<file path="src/rtl/iir_direct_form_two_filter_defines.svh">
// ---------------------------------------------------------------------------
// iir_direct_form_two_filter_defines
// assertion macros shared by the filter modules
// ---------------------------------------------------------------------------
`ifndef IIR_DIRECT_FORM_TWO_FILTER_DEFINES_SVH
`define IIR_DIRECT_FORM_TWO_FILTER_DEFINES_SVH

// same-cycle implication, checked out of reset
`define IIR2_ASSERT_IMP(label, clk, rst_n, ante, cons) \
  label: assert property (@(posedge clk) disable iff (!rst_n) (ante) |-> (cons)) \
    else $error("iir2 same-cycle check failed");

// next-cycle implication, checked out of reset
`define IIR2_ASSERT_NXT(label, clk, rst_n, ante, cons) \
  label: assert property (@(posedge clk) disable iff (!rst_n) (ante) |=> (cons)) \
    else $error("iir2 next-cycle check failed");

`endif

</file>
<file path="src/rtl/iir2_pkg.sv">
// ---------------------------------------------------------------------------
// iir2_pkg
// types, constants, control program and rounding for the iir filter
// ---------------------------------------------------------------------------
package iir2_pkg;

  // data formats
  localparam int COEF_W   = 18;
  localparam int SAMP_W   = 16;
  localparam int PROD_W   = COEF_W + SAMP_W;
  localparam int ACC_W    = PROD_W + 3;
  localparam int FRAC     = 14;
  localparam int ROUND_HALF = 8192;

  // configuration registers
  localparam int NUM_COEF = 6;
  localparam int CIDX_W   = 3;
  typedef logic [CIDX_W-1:0] coef_sel_t;
  localparam coef_sel_t COEF_REC0 = 3'd0;
  localparam coef_sel_t COEF_REC1 = 3'd1;
  localparam coef_sel_t COEF_REC2 = 3'd2;
  localparam coef_sel_t COEF_OUT0 = 3'd3;
  localparam coef_sel_t COEF_OUT1 = 3'd4;
  localparam coef_sel_t COEF_OUT2 = 3'd5;
  localparam logic signed [COEF_W-1:0] COEF_UNITY = 18'sd16384;

  // program counter
  localparam int PC_W = 3;
  typedef logic [PC_W-1:0] pc_t;
  localparam pc_t PC_RND_W = 3'd3;
  localparam pc_t PC_OUT   = 3'd7;

  // control word fields
  typedef enum logic [1:0] {
    OP_MAC   = 2'd0,
    OP_RND_W = 2'd1,
    OP_OUT   = 2'd2
  } op_t;

  typedef enum logic [1:0] {
    OPD_X = 2'd0,
    OPD_W = 2'd1,
    OPD_D = 2'd2
  } opd_t;

  typedef enum logic {
    JMP_NONE      = 1'b0,
    JMP_LOW_ORDER = 1'b1
  } jmp_t;

  localparam int DSEL_W = 1;
  typedef logic [DSEL_W-1:0] dsel_t;
  localparam dsel_t DSEL_D1 = 1'b0;
  localparam dsel_t DSEL_D2 = 1'b1;

  typedef struct packed {
    op_t       op;
    logic      clr;
    coef_sel_t coef;
    opd_t      opd;
    dsel_t     dsel;
    jmp_t      jmp;
    pc_t       target;
  } ctrl_word_t;

  // sequencer to datapath
  typedef struct packed {
    logic       exec;
    ctrl_word_t word;
  } ctrl_t;

  // control program: recursive sum, round w, output sum, round y
  function automatic ctrl_word_t prog_rom(input pc_t pc);
    ctrl_word_t cw;
    case (pc)
      3'd0: cw = '{OP_MAC,   1'b1, COEF_REC0, OPD_X, DSEL_D1, JMP_NONE,      PC_RND_W};
      3'd1: cw = '{OP_MAC,   1'b0, COEF_REC1, OPD_D, DSEL_D1, JMP_LOW_ORDER, PC_RND_W};
      3'd2: cw = '{OP_MAC,   1'b0, COEF_REC2, OPD_D, DSEL_D2, JMP_NONE,      PC_RND_W};
      3'd3: cw = '{OP_RND_W, 1'b0, COEF_REC0, OPD_X, DSEL_D1, JMP_NONE,      PC_OUT};
      3'd4: cw = '{OP_MAC,   1'b1, COEF_OUT0, OPD_W, DSEL_D1, JMP_NONE,      PC_OUT};
      3'd5: cw = '{OP_MAC,   1'b0, COEF_OUT1, OPD_D, DSEL_D1, JMP_LOW_ORDER, PC_OUT};
      3'd6: cw = '{OP_MAC,   1'b0, COEF_OUT2, OPD_D, DSEL_D2, JMP_NONE,      PC_OUT};
      3'd7: cw = '{OP_OUT,   1'b0, COEF_OUT0, OPD_X, DSEL_D1, JMP_NONE,      PC_OUT};
      default: cw = '{OP_OUT, 1'b0, COEF_OUT0, OPD_X, DSEL_D1, JMP_NONE,     PC_OUT};
    endcase
    return cw;
  endfunction

  // round half up to q1.15 and saturate
  function automatic logic signed [SAMP_W-1:0] rnd_sat(input logic signed [ACC_W-1:0] acc);
    logic signed [ACC_W-1:0] biased;
    logic [ACC_W-FRAC-1:0]   q;
    logic signed [SAMP_W-1:0] res;
    biased = acc + ACC_W'(ROUND_HALF);
    q = biased[ACC_W-1:FRAC];
    if ((&q[ACC_W-FRAC-1:SAMP_W-1]) || !(|q[ACC_W-FRAC-1:SAMP_W-1])) begin
      res = q[SAMP_W-1:0];
    end else if (q[ACC_W-FRAC-1]) begin
      res = {1'b1, {(SAMP_W-1){1'b0}}};
    end else begin
      res = {1'b0, {(SAMP_W-1){1'b1}}};
    end
    return res;
  endfunction

endpackage

</file>
<file path="src/rtl/iir2_sample_if.sv">
// ---------------------------------------------------------------------------
// iir2_sample_if
// valid/ready channel carrying one q1.15 sample per beat
// ---------------------------------------------------------------------------
interface iir2_sample_if;
  logic                                  valid;
  logic                                  ready;
  logic signed [iir2_pkg::SAMP_W-1:0]    sample;

  modport source (output valid, output sample, input ready);
  modport sink   (input valid, input sample, output ready);
endinterface

</file>
<file path="src/rtl/iir_direct_form_two_filter.sv">
// ---------------------------------------------------------------------------
// iir_direct_form_two_filter
// direct form ii iir filter on a microcoded shared multiply-accumulate
// ---------------------------------------------------------------------------
//  channel  | dir | signals                       | beat
//  ---------+-----+-------------------------------+----------------------------
//  in_chan  | in  | valid, ready, sample[15:0]    | one q1.15 input sample
//  out_chan | out | valid, ready, sample[15:0]    | one rounded q1.15 result
//  cfg      | in  | cfg_we, cfg_index, cfg_data   | one coefficient write
//
//  each sample runs one step per product on the shared 18x16
//  multiply-accumulate, plus one rounding step for each section.
//  the next sample is taken in the cycle in which the output step completes.
//  reset sets both section gains to 1.0, the other weights and the delay
//  line to zero; there is no clearing pass.
//  the output step waits while a result is still held in the output register.
// ---------------------------------------------------------------------------
module iir_direct_form_two_filter #(
  parameter int ORDER = 2
) (
  input  logic                        clk,
  input  logic                        rst_n,
  input  logic                        cfg_we,
  input  logic [iir2_pkg::CIDX_W-1:0] cfg_index,
  input  logic [iir2_pkg::COEF_W-1:0] cfg_data,
  iir2_sample_if.sink                 in_chan,
  iir2_sample_if.source               out_chan
);

  logic            in_rdy;
  logic            in_fire;
  logic            out_free;
  iir2_pkg::ctrl_t ctrl;

  assign in_chan.ready = in_rdy;
  assign in_fire       = in_chan.valid && in_rdy;

  // program sequencer
  iir2_seq #(
    .ORDER (ORDER)
  ) u_seq (
    .clk      (clk),
    .rst_n    (rst_n),
    .start    (in_fire),
    .out_free (out_free),
    .in_rdy   (in_rdy),
    .ctrl     (ctrl)
  );

  // datapath
  iir2_dp #(
    .ORDER (ORDER)
  ) u_dp (
    .clk        (clk),
    .rst_n      (rst_n),
    .cfg_we     (cfg_we),
    .cfg_index  (cfg_index),
    .cfg_data   (cfg_data),
    .in_fire    (in_fire),
    .in_sample  (in_chan.sample),
    .ctrl       (ctrl),
    .out_ready  (out_chan.ready),
    .out_valid  (out_chan.valid),
    .out_sample (out_chan.sample),
    .out_free   (out_free)
  );

endmodule

</file>
<file path="src/rtl/iir2_seq.sv">
// ---------------------------------------------------------------------------
// iir2_seq
// step counter and control store that run the filter program
// ---------------------------------------------------------------------------
`include "iir_direct_form_two_filter_defines.svh"

module iir2_seq #(
  parameter int ORDER = 2
) (
  input  logic            clk,
  input  logic            rst_n,
  input  logic            start,
  input  logic            out_free,
  output logic            in_rdy,
  output iir2_pkg::ctrl_t ctrl
);

  logic                busy_r, busy_nxt;
  iir2_pkg::pc_t       pc_r, pc_nxt;
  iir2_pkg::ctrl_word_t step;
  logic                stall;
  logic                done;
  logic                jump;

  // decode current step
  always_comb begin
    step  = iir2_pkg::prog_rom(pc_r);
    stall = busy_r && (step.op == iir2_pkg::OP_OUT) && !out_free;
    done  = busy_r && (step.op == iir2_pkg::OP_OUT) && out_free;
    jump  = (step.jmp == iir2_pkg::JMP_LOW_ORDER) && (ORDER < 2);
    in_rdy = !busy_r || done;
    ctrl.exec = busy_r && !stall;
    ctrl.word = step;
  end

  // next step
  always_comb begin
    busy_nxt = busy_r;
    pc_nxt   = pc_r;
    if (start) begin
      busy_nxt = 1'b1;
      pc_nxt   = '0;
    end else if (done) begin
      busy_nxt = 1'b0;
    end else if (busy_r && !stall) begin
      pc_nxt = jump ? step.target : pc_r + iir2_pkg::PC_W'(1);
    end
  end

  always_ff @(posedge clk) begin
    if (!rst_n) begin
      busy_r <= 1'b0;
      pc_r   <= '0;
    end else begin
      busy_r <= busy_nxt;
      pc_r   <= pc_nxt;
    end
  end

  // a new beat always restarts the program at its first step
  `IIR2_ASSERT_NXT(a_start_pc0, clk, rst_n, start, busy_r && (pc_r == '0))
  // a stalled output step keeps its place
  `IIR2_ASSERT_NXT(a_stall_hold, clk, rst_n, stall, $stable(pc_r) && busy_r)

endmodule

</file>
<file path="src/rtl/iir2_dp.sv">
// ---------------------------------------------------------------------------
// iir2_dp
// coefficient registers, delay line, shared mac and output register
// ---------------------------------------------------------------------------
`include "iir_direct_form_two_filter_defines.svh"

module iir2_dp #(
  parameter int ORDER = 2
) (
  input  logic                                 clk,
  input  logic                                 rst_n,
  input  logic                                 cfg_we,
  input  logic [iir2_pkg::CIDX_W-1:0]          cfg_index,
  input  logic [iir2_pkg::COEF_W-1:0]          cfg_data,
  input  logic                                 in_fire,
  input  logic signed [iir2_pkg::SAMP_W-1:0]   in_sample,
  input  iir2_pkg::ctrl_t                      ctrl,
  input  logic                                 out_ready,
  output logic                                 out_valid,
  output logic signed [iir2_pkg::SAMP_W-1:0]   out_sample,
  output logic                                 out_free
);

  logic signed [iir2_pkg::COEF_W-1:0] coef_r [iir2_pkg::NUM_COEF];
  logic signed [iir2_pkg::SAMP_W-1:0] dly_r  [ORDER];
  logic signed [iir2_pkg::SAMP_W-1:0] x_r;
  logic signed [iir2_pkg::SAMP_W-1:0] w_r;
  logic signed [iir2_pkg::ACC_W-1:0]  acc_r, acc_nxt;
  logic signed [iir2_pkg::SAMP_W-1:0] out_sample_r;
  logic                               out_valid_r;
  logic signed [iir2_pkg::SAMP_W-1:0] opd;
  logic signed [iir2_pkg::COEF_W-1:0] coef;
  logic signed [iir2_pkg::PROD_W-1:0] prod;
  logic signed [iir2_pkg::SAMP_W-1:0] rnd;

  // coefficient registers
  always_ff @(posedge clk) begin
    if (!rst_n) begin
      for (int k = 0; k < iir2_pkg::NUM_COEF; k++) begin
        coef_r[k] <= ((k == int'(iir2_pkg::COEF_REC0)) || (k == int'(iir2_pkg::COEF_OUT0)))
                     ? iir2_pkg::COEF_UNITY : '0;
      end
    end else if (cfg_we && (cfg_index < iir2_pkg::CIDX_W'(iir2_pkg::NUM_COEF))) begin
      coef_r[cfg_index] <= cfg_data;
    end
  end

  // operand and coefficient select, one multiply
  always_comb begin
    opd = x_r;
    case (ctrl.word.opd)
      iir2_pkg::OPD_X: opd = x_r;
      iir2_pkg::OPD_W: opd = w_r;
      iir2_pkg::OPD_D: begin
        for (int k = 0; k < ORDER; k++) begin
          if (int'(ctrl.word.dsel) == k) opd = dly_r[k];
        end
      end
      default: opd = x_r;
    endcase
    coef = coef_r[ctrl.word.coef];
    prod = coef * opd;
    acc_nxt = (ctrl.word.clr ? '0 : acc_r) + iir2_pkg::ACC_W'(prod);
    rnd = iir2_pkg::rnd_sat(acc_r);
  end

  // sample latch, accumulator, w register
  always_ff @(posedge clk) begin
    if (in_fire) x_r <= in_sample;
    if (ctrl.exec && (ctrl.word.op == iir2_pkg::OP_MAC)) acc_r <= acc_nxt;
    if (ctrl.exec && (ctrl.word.op == iir2_pkg::OP_RND_W)) w_r <= rnd;
    if (ctrl.exec && (ctrl.word.op == iir2_pkg::OP_OUT)) out_sample_r <= rnd;
  end

  // delay line shifts once per sample, w enters as d_1
  always_ff @(posedge clk) begin
    if (!rst_n) begin
      for (int k = 0; k < ORDER; k++) dly_r[k] <= '0;
    end else if (ctrl.exec && (ctrl.word.op == iir2_pkg::OP_OUT)) begin
      for (int k = ORDER - 1; k > 0; k--) dly_r[k] <= dly_r[k-1];
      dly_r[0] <= w_r;
    end
  end

  // output register
  always_ff @(posedge clk) begin
    if (!rst_n) begin
      out_valid_r <= 1'b0;
    end else if (ctrl.exec && (ctrl.word.op == iir2_pkg::OP_OUT)) begin
      out_valid_r <= 1'b1;
    end else if (out_ready) begin
      out_valid_r <= 1'b0;
    end
  end

  assign out_free   = !out_valid_r || out_ready;
  assign out_valid  = out_valid_r;
  assign out_sample = out_sample_r;

  // the output step only runs into a free output register
  `IIR2_ASSERT_IMP(a_out_free, clk, rst_n,
    ctrl.exec && (ctrl.word.op == iir2_pkg::OP_OUT), out_free)
  // a finished output step shows a beat next cycle
  `IIR2_ASSERT_NXT(a_out_valid, clk, rst_n,
    ctrl.exec && (ctrl.word.op == iir2_pkg::OP_OUT), out_valid_r)

endmodule
</file>
<file path="src/flat_wrapper.sv">
// flat-port wrapper written by rule: the top's interface ports become plain ports
module iir_direct_form_two_filter_flat 
#(
  parameter int ORDER = 2
)
  (clk, rst_n, cfg_we, cfg_index, cfg_data, in_chan_valid, in_chan_sample, in_chan_ready, out_chan_valid, out_chan_sample, out_chan_ready);
  iir2_sample_if in_chan_i ();
  iir2_sample_if out_chan_i ();
  input  logic clk;
  input  logic rst_n;
  input  logic cfg_we;
  input  logic [iir2_pkg::CIDX_W-1:0] cfg_index;
  input  logic [iir2_pkg::COEF_W-1:0] cfg_data;
  input wire logic [$bits(in_chan_i.valid)-1:0] in_chan_valid;
  input wire logic [$bits(in_chan_i.sample)-1:0] in_chan_sample;
  output wire logic [$bits(in_chan_i.ready)-1:0] in_chan_ready;
  output wire logic [$bits(out_chan_i.valid)-1:0] out_chan_valid;
  output wire logic [$bits(out_chan_i.sample)-1:0] out_chan_sample;
  input wire logic [$bits(out_chan_i.ready)-1:0] out_chan_ready;
  assign in_chan_i.valid = in_chan_valid;
  assign in_chan_i.sample = in_chan_sample;
  assign in_chan_ready = in_chan_i.ready;
  assign out_chan_valid = out_chan_i.valid;
  assign out_chan_sample = out_chan_i.sample;
  assign out_chan_i.ready = out_chan_ready;
  iir_direct_form_two_filter #(.ORDER(ORDER)) u_core (.clk(clk), .rst_n(rst_n), .cfg_we(cfg_we), .cfg_index(cfg_index), .cfg_data(cfg_data), .in_chan(in_chan_i), .out_chan(out_chan_i));
endmodule
</file>
<file path="config.mk">
export PLATFORM = sky130hd
export DESIGN_NAME = iir_direct_form_two_filter_flat
export DESIGN_NICKNAME = d
export VERILOG_FILES = /design/src/rtl/iir2_pkg.sv /design/src/rtl/iir2_sample_if.sv /design/src/rtl/iir_direct_form_two_filter.sv /design/src/rtl/iir2_seq.sv /design/src/rtl/iir2_dp.sv /design/src/flat_wrapper.sv
export VERILOG_INCLUDE_DIRS = /design/src /design/src/rtl
export SDC_FILE = /design/constraint.sdc
export NUM_CORES = 1
export LEC_CHECK = 0
export BUFFER_PORTS_ARGS = -buffer_cell sky130_fd_sc_hd__buf_2
export CORE_MARGIN = 1.5
export CORE_UTILIZATION = 30
export CTS_CLUSTER_SIZE = 10
export DETAILED_ROUTE_END_ITERATION = 10
export GPL_ROUTABILITY_DRIVEN = 0
export PLACE_DENSITY = 0.51
export SLEW_MARGIN = 20
export SYNTH_ARGS = -nofsm -noshare
export SYNTH_HDL_FRONTEND = slang
export SYNTH_HIERARCHICAL = 1
export SYNTH_SLANG_ARGS = --single-unit
</file>
<file path="constraint.sdc">
create_clock -name clk -period 10.9 [get_ports clk]
set_input_delay 1.09 -clock clk [delete_from_list [all_inputs] [get_ports clk]]
set_output_delay 1.09 -clock clk [all_outputs]
set_load 0.01 [all_outputs]
</file>
# Word level (Yosys, flattened, before mapping)
# Memories as Yosys holds them, arrays and structs flattened. A register that Yosys moved wholly into a read port is not among the register bits.
# Cells that the tools add are included.
[totals]
ff_bits = 90
mem_bits_rw = 140
rom_bits = 88
input_bits = 42
word_cells = 71
mem_count = 3
[mem_list]
columns = ["name", "words", "width", "rd", "rd_clocked_by_memory_dff", "wr", "line_no", "source"]
rows = [
  ["u_core.u_dp.coef_r", 6, 18, 1, 0, 6, "iir2_dp.sv:24", "logic signed [iir2_pkg::COEF_W-1:0] coef_r [iir2_pkg::NUM_COEF];"],
  ["(no name shown)", 8, 11, 1, 1, 0, "iir2_pkg.sv:75", "case (pc)"],
  ["u_core.u_dp.dly_r", 2, 16, 2, 0, 2, "iir2_dp.sv:25", "logic signed [iir2_pkg::SAMP_W-1:0] dly_r [ORDER];"],
]
[op_classes]
addsub = 3
mul = 1
order_cmp = 1
eq_ne = 4
n_mux = 23
n_bitwise = 4
n_reduce_logical = 25
[ops]
columns = ["op", "n"]
rows = [
  ["$mux W16", 5],
  ["$add A37 B15 Y37 const B", 1],
  ["$add A37 B37 Y37", 1],
  ["$mux W37", 1],
  ["$mul A18 B16 Y34", 1],
  ["$pmux W16 S2", 1],
  ["$mux W18", 1],
  ["$reduce_or A18 Y1", 1],
  ["$mux W1", 12],
  ["$logic_and A1 B1 Y1", 9],
  ["$mux W3", 3],
  ["$reduce_and A8 Y1", 1],
  ["$reduce_or A8 Y1", 1],
  ["$logic_not A1 Y1", 5],
  ["$eq A2 B1 Y1 const B", 2],
  ["$eq A2 B2 Y1 const B", 2],
  ["$reduce_bool A2 Y1", 2],
  ["$add A3 B1 Y3 const B", 1],
  ["$logic_or A1 B1 Y1", 3],
  ["$lt A3 B3 Y1 const B", 1],
  ["$logic_not A2 Y1", 1],
  ["$not A1 Y1", 2],
  ["$or A1 B1 Y1", 2],
  ["$reduce_and A2 Y1", 1],
  ["$reduce_or A2 Y1", 1],
]

# Logic depth before layout (Yosys ltp)
# Gate-level depths: netlist of run 1.
[depth]
ltp_word = 11
mapped_depth = 40
depth_no_buf = 37

# Cells and area by module
# Netlist of run 1, hierarchy kept.
[by_module_without_submodules]
columns = ["mod", "n_inst", "cells_each", "area_per_inst_um2"]
rows = [
  ["iir2_dp", 1, 2159, 23568.9],
  ["iir2_seq", 1, 70, 689.4],
  ["iir_direct_form_two_filter", 1, 1, 6.3],
]

# Worst setup path after synthesis of run 1
# Ideal clock, no wire load.
[synth_timing]
path_type = "register to register"
startpoint = "register u_core/u_seq/step[8] (netlist name)"
endpoint = "register u_core/u_dp/acc_r[34] in the netlist's numbering, data pin"
t_arrival_ns = 8.870
required_ns = 10.642
slack_ns = 1.771
stages_incl_launch_ff = 37
period_less_slack_ns = 9.129
path_cell_list = "dfxtp_1 -> clkbuf_1 -> buf_1 -> clkbuf_1 -> mux4_2 -> mux2i_1 -> nor2_1 -> fa_1 -> inv_1 -> fa_1 -> fa_1 -> fa_1 -> inv_1 -> fa_1 -> inv_1 -> fa_1 -> inv_1 -> ha_1 -> a21o_1 -> nand3_1 -> a31oi_1 -> or4_1 -> a21oi_1 -> nor3_1 -> a21oi_1 -> xnor2_1 -> ha_1 -> clkbuf_1 -> nand3_1 -> nor3_1 -> and2_1 -> a22oi_1 -> o21ai_1 -> o221ai_1 -> a21bo_2 -> nor2b_1 -> xnor2_1"
[synth_between]
elab_chain_len = 3
[synth_rtl]
columns = ["element", "line_no", "source"]
rows = [
  ["$mem_v2 Z6 W18", "-", ""],
  ["$mul A18 B16 Y34", "iir2_dp.sv:62", "prod = coef * opd;"],
  ["$add A37 B37 Y37", "iir2_dp.sv:63", "acc_nxt = (ctrl.word.clr ? '0 : acc_r) + iir2_pkg::ACC_W'(prod);"],
  ["net u_core.u_dp.acc_nxt (one bit)", "iir2_dp.sv:28", "logic signed [iir2_pkg::ACC_W-1:0] acc_r, acc_nxt;"],
  ["end signal: assignment", "iir2_dp.sv:70", "if (ctrl.exec && (ctrl.word.op == iir2_pkg::OP_MAC)) acc_r <= acc_nxt;"],
  ["end: declaration", "iir2_dp.sv:28", ""],
]
# The timed path passes the listed nets, and every way through them passes these cells.
# A chain may end at the register's enable or synchronous reset.

# Worst setup path after layout of run 1
[layout_timing]
startpoint = "register u_core/u_seq/step[7] (netlist name)"
endpoint = "register u_core/u_dp/acc_r[36] in the netlist's numbering, data pin"
[layout_between]
elab_chain_len = 3
[layout_rtl]
columns = ["element", "line_no"]
rows = [
  ["$mem_v2 Z6 W18", "-"],
  ["$mul A18 B16 Y34", "iir2_dp.sv:62"],
  ["$add A37 B37 Y37", "iir2_dp.sv:63"],
  ["net u_core.u_dp.acc_nxt (one bit)", "iir2_dp.sv:28"],
]
# The timed path passes the listed nets, and every way through them passes these cells.

==> flow_summary.toml, run 1 <==
[route]
drt-initial-drc-count = 830
vias = 16400
routed_wl_um = 62100
routedWlPerCell_um = 18.3
first_pass_iters = 8
post-route-drc-count = 0
drt-vias-per-instance = 4.82
ant_nets = 0

[critical_path]
path_class = "reg -> reg"
slowest_stage = "dfxtp_2"
end_kind = "flip-flop"
cp_max_fo = 19
critPathRequiredTime_ns = 11.16
slowest_delay_ns = 0.83
crit_arrival_ns = 10.07
critical_path.most_common_cell = "fa_1"
worst_setup_path_start_kind = "flip-flop"

[global_route]
grt_max_degree = 49
grt_pass1_vias = 17500
grt_usage_pct = 15.3
gr-total-overflow = 0
antenna_found_initial = 1
grt_pass1_wl_um = 97800

[final_layout]
final_layout_size_suffix_gt1_share_pct = 11.2
fin_nets = 2787
fill_cells = 8141
syn_to_final_growth_pct = 11.6
diodes = 0

[flow_run]
cap_violations = 0

[die]
num_rows = 103
initial_core_util_pct = 30.5
io_pins = 60
die_area_mm2 = 0.0824
die_y_um = 287
die_x_um = 287
fp.coreArea_mm2 = 0.0794

[cts]
clock_latency_ns = 0.53
root_buffer = "clkbuf_16"
hold_buffers = 0
cts_tree = "done"
clk_pin_slew_worst_paths_ns = 0.06
cts_max_level = 2
cts.sinks = 275
cts_buffers = 35
clk_path_buf_depth = 3
cts_resized = 0
postCtsSetupBuffers = 0

[sta]
rsz0062_at_grt = "no"
worst_pin_slew_ns = 1.04
fmax_mhz = 102
setup_violations = 0
relSlewSlack_pct = 28.7
period_share_pct = 90.0
fin_crit_ns = 9.81
skew_ns = 0.0139
final_hold_viol_count = 0
setup_tns_ns = 0
slew_violations = 0

[logic_synthesis]
syn_avg_cell_area_um2 = 10.9
syn_inst = 2223
ys_warn_count = 6
netlist_area_mm2 = 0.0242

[placed_design]
hpwl_um = 47700
io_buffers = 59

[outcome]
status = "complete, no violations"

[worst_hold_path]
hp-class = "reg -> reg"
-- placed cells by master (no fill, tap or decap), types with 40 or more instances in the layout --
| cell type | n |
|---|---|
| buf_2 | 59 |
| nand2_1 | 176 |
| nor2_1 | 247 |
| ha_1 | 130 |
| xnor2_1 | 48 |
| nand2b_1 | 40 |
| fa_1 | 291 |
| inv_1 | 366 |
| a21oi_1 | 71 |
| edfxtp_1 | 261 |
| nor2b_1 | 62 |
-- sequential cells by signal, indices dropped and copies added, names as in the netlist --
name,cells
u_core/u_dp/dly_r,32
u_core/u_dp/out_valid,1
u_core/u_dp/w_r,16
u_core/u_seq/busy_r,1
u_core/u_dp/coef_r,144
u_core/u_dp/x_r,16
u_core/u_dp/out_sample,16
u_core/u_seq/pc_r,3
u_core/u_dp/acc_r,37
u_core/u_seq/step,9
-- worst max-delay path: cells and delay by family (launching register included) --
family / cells / cell delay (ns)
mux: 2 / 1.21
simple gates: 5 / 1.28
buf+inv: 5 / 0.49
xor+xnor: 2 / 0.20
flops: 1 / 0.83
compound gates: 10 / 1.77
fa+ha+maj: 8 / 3.73
-- metal layers --
layer / track usage (%) / wire [um]
met3: 1.87 / 2550
met1: 19.8 / 26600
met4: 4.66 / 1560
met2: 26.8 / 31400
met5: 0 / 0
-- worst paths after layout --
check	start	end	slack [ns]	cells after the start
max	u_core/u_seq/step[7]	u_core/u_dp/acc_r[36]	1.09	32
min	u_core/u_dp/out_valid	u_core/u_dp/out_valid	0.55	2
max reg2reg	u_core/u_seq/step[7]	u_core/u_dp/acc_r[36]	1.09	32
min reg2reg	u_core/u_dp/out_valid	u_core/u_dp/out_valid	0.55	2
-- cell type report --
cell class	count	area, um2	share of cell area [%]
multi-input cells	1547	14600	54.0
flip-flops and latches	275	8120	30.1
inverters	368	1380	5.11
well taps	1050	1310	4.86
clock buffers	50	932	3.45
repair buffers	97	593	2.20
clock inverters	7	88.8	0.329
-- metrics by stage --
| step | utilization (%) | hold WS, ns | cell area, um2 | setup WS, ns | cells |
|---|---|---|---|---|---|
| 6_report | 34.0 | 0.553 | 27000 | 1.09 | 3394 |
| 5_1_grt | 34.0 | 0.603 | 27000 | 0.371 | 3394 |
| 4_1_cts | 34.0 | 0.565 | 27000 | 1.05 | 3394 |
| 3_5_place_dp | 32.7 | 0.541 | 26000 | 1.07 | 3337 |
| 3_3_place_gp | 32.7 | 0.545 | 26000 | 1.26 | 3337 |
| 2_1_floorplan | - | 0.539 | 24300 | 1.77 | 2258 |
Power of run 1 is left out: the tool's default activity adds up to more than one toggle a clock period on the data nets, which glitch-free logic cannot reach.
==> inputs of run 2 (changes only) <==
- MAX_ROUTING_LAYER: default -> met4
==> run 2 against run 1 <==
Hold slack about the same. Cell area unchanged. Flip-flop and latch count unchanged. Worst setup slack better by 0.0052 ns. Largest cell class unchanged. Die area unchanged. Count of clock-buffer cells in the layout unchanged. Critical path type unchanged. Fmax about the same. Global-route usage up 0.47 points. Wire length about the same. Via count up 0.21%. Register-to-register slack about the same.
==> flow_summary.toml, run 2 (synthesis gave the netlist of run 1 again) <==
[route]
route.met3.wl_um = 2670
drt-initial-drc-count = 878
wl_met1_um = 26600
top_layer = "met4"
first_pass_iters = 5
drt-vias-per-instance = 4.83
vias = 16400
routed_wl_um = 62100
dr_wl_met2_um = 31300
ant_nets = 0
post-route-drc-count = 0
routedWlPerCell_um = 18.3

[sta]
fmax_mhz = 102
rsz0062_at_grt = "no"
final_hold_viol_count = 0
skew_ns = 0.0128
relSlewSlack_pct = 27.5
setup_violations = 0
setup_tns_ns = 0
fin_crit_ns = 9.81
worst_pin_slew_ns = 1.06
slew_violations = 0
period_share_pct = 90.0

[cts]
hold_buffers = 0
root_buffer = "clkbuf_16"
cts_tree = "done"
clock_latency_ns = 0.53
cts.sinks = 275
cts_max_level = 2
cts_resized = 0
postCtsSetupBuffers = 0
clk_path_buf_depth = 3
cts_buffers = 35
clk_pin_slew_worst_paths_ns = 0.06

[final_layout]
reg.largest.list = "u_core/u_dp/coef_r x144, u_core/u_dp/acc_r x37, u_core/u_dp/dly_r x32"
syn_to_final_growth_pct = 11.6
largest_register = "u_core/u_dp/coef_r"
layout_common_cells = "366 x inv_1, 291 x fa_1, 261 x edfxtp_1"
diodes = 0
fin_nets = 2787
largest_reg_flops = 144
final_layout_size_suffix_gt1_share_pct = 11.2
final_common_cell = "inv_1"

[outcome]
status = "complete, no violations"

[die]
fp.coreArea_mm2 = 0.0794
initial_core_util_pct = 30.5
die_y_um = 287
die_x_um = 287
num_rows = 103
io_pins = 60
die_area_mm2 = 0.0824

[critical_path]
reg2reg_to = "u_core/u_dp/acc_r[36]"
path_class = "reg -> reg"
worst_setup_path_start_kind = "flip-flop"
slowest_delay_ns = 0.84
rr_worst_depth = 32
end_kind = "flip-flop"
r2r_start = "u_core/u_seq/step[7]"
reg2reg_slack_ns = 1.09
crit_arrival_ns = 10.07
critical_path.most_common_cell = "fa_1"
critPathRequiredTime_ns = 11.16
slowest_stage = "dfxtp_2"
cp_max_fo = 19

[global_route]
grt_pass1_vias = 17500
gr-total-overflow = 0
grt_usage_pct = 15.8
grt_pass1_wl_um = 97800
grt_max_degree = 49
antenna_found_initial = 1

[worst_hold_path]
holdPathStages = 2
hp-class = "reg -> reg"
min_to = "u_core/u_dp/out_valid"
hold_start = "u_core/u_dp/out_valid"

[placed_design]
io_buffers = 59
hpwl_um = 47700

[flow_run]
cap_violations = 0
## run 2: cell counts in the layout (fill, tap and decap cells not counted)
Identical to the previous run, type by type.
## run 2: how the worst max path moves through the flow
stage	end	startpoint	slack (ns)	cells after the start
2_1_floorplan	u_core/u_dp/acc_r[34]	u_core/u_seq/step[8]	1.77	36
6_report	u_core/u_dp/acc_r[36]	u_core/u_seq/step[7]	1.09	32
3_5_place_dp	u_core/u_dp/acc_r[36]	u_core/u_seq/step[7]	1.07	32
3_3_place_gp	u_core/u_dp/acc_r[36]	u_core/u_seq/step[7]	1.26	32
5_1_grt	u_core/u_dp/acc_r[36]	u_core/u_seq/step[7]	0.37	32
4_1_cts	u_core/u_dp/acc_r[36]	u_core/u_seq/step[7]	1.05	32
## run 2: final cells by class
cell class,count,area (um2)
Multi-Input combinational cell,1547,14600
Clock inverter,7,88.8
Fill cell,8141,52400
Sequential cell,275,8120
Clock buffer,50,932
Timing Repair Buffer,97,593
Tap cell,1050,1310
Inverter,368,1380
## run 2: critical path: cells and delay by family (launching register included)
kind / cells / cell delay, ns
AOI/OAI and AO/OA: 11 / 2.08
muxes: 2 / 1.19
adders and majority gates: 8 / 3.74
xor gates and xnor gates: 2 / 0.18
and+or+nand+nor: 4 / 1.01
buffers and inverters: 5 / 0.50
DFF: 1 / 0.84
## run 2: per-stage QoR
step                area [um2]  setup slack [ns]  utilization, %  hold WS, ns  cells
global route             27000             0.371            34.0        0.603   3394
floorplan                24300              1.77               -        0.539   2258
finish                   27000              1.09            34.0        0.553   3394
CTS                      27000              1.05            34.0        0.565   3394
global placement         26000              1.26            32.7        0.545   3337
detailed placement       26000              1.07            32.7        0.541   3337
## run 2: per-layer routing
metal | vias to the layer above | track usage [%]
li1 | 7505 | -
met1 | 8421 | 19.8
met2 | 371 | 26.8
met3 | 101 | 1.87
met4 | 0 | 4.66
met5 | - | -
Power of run 2 is left out for the same reason.
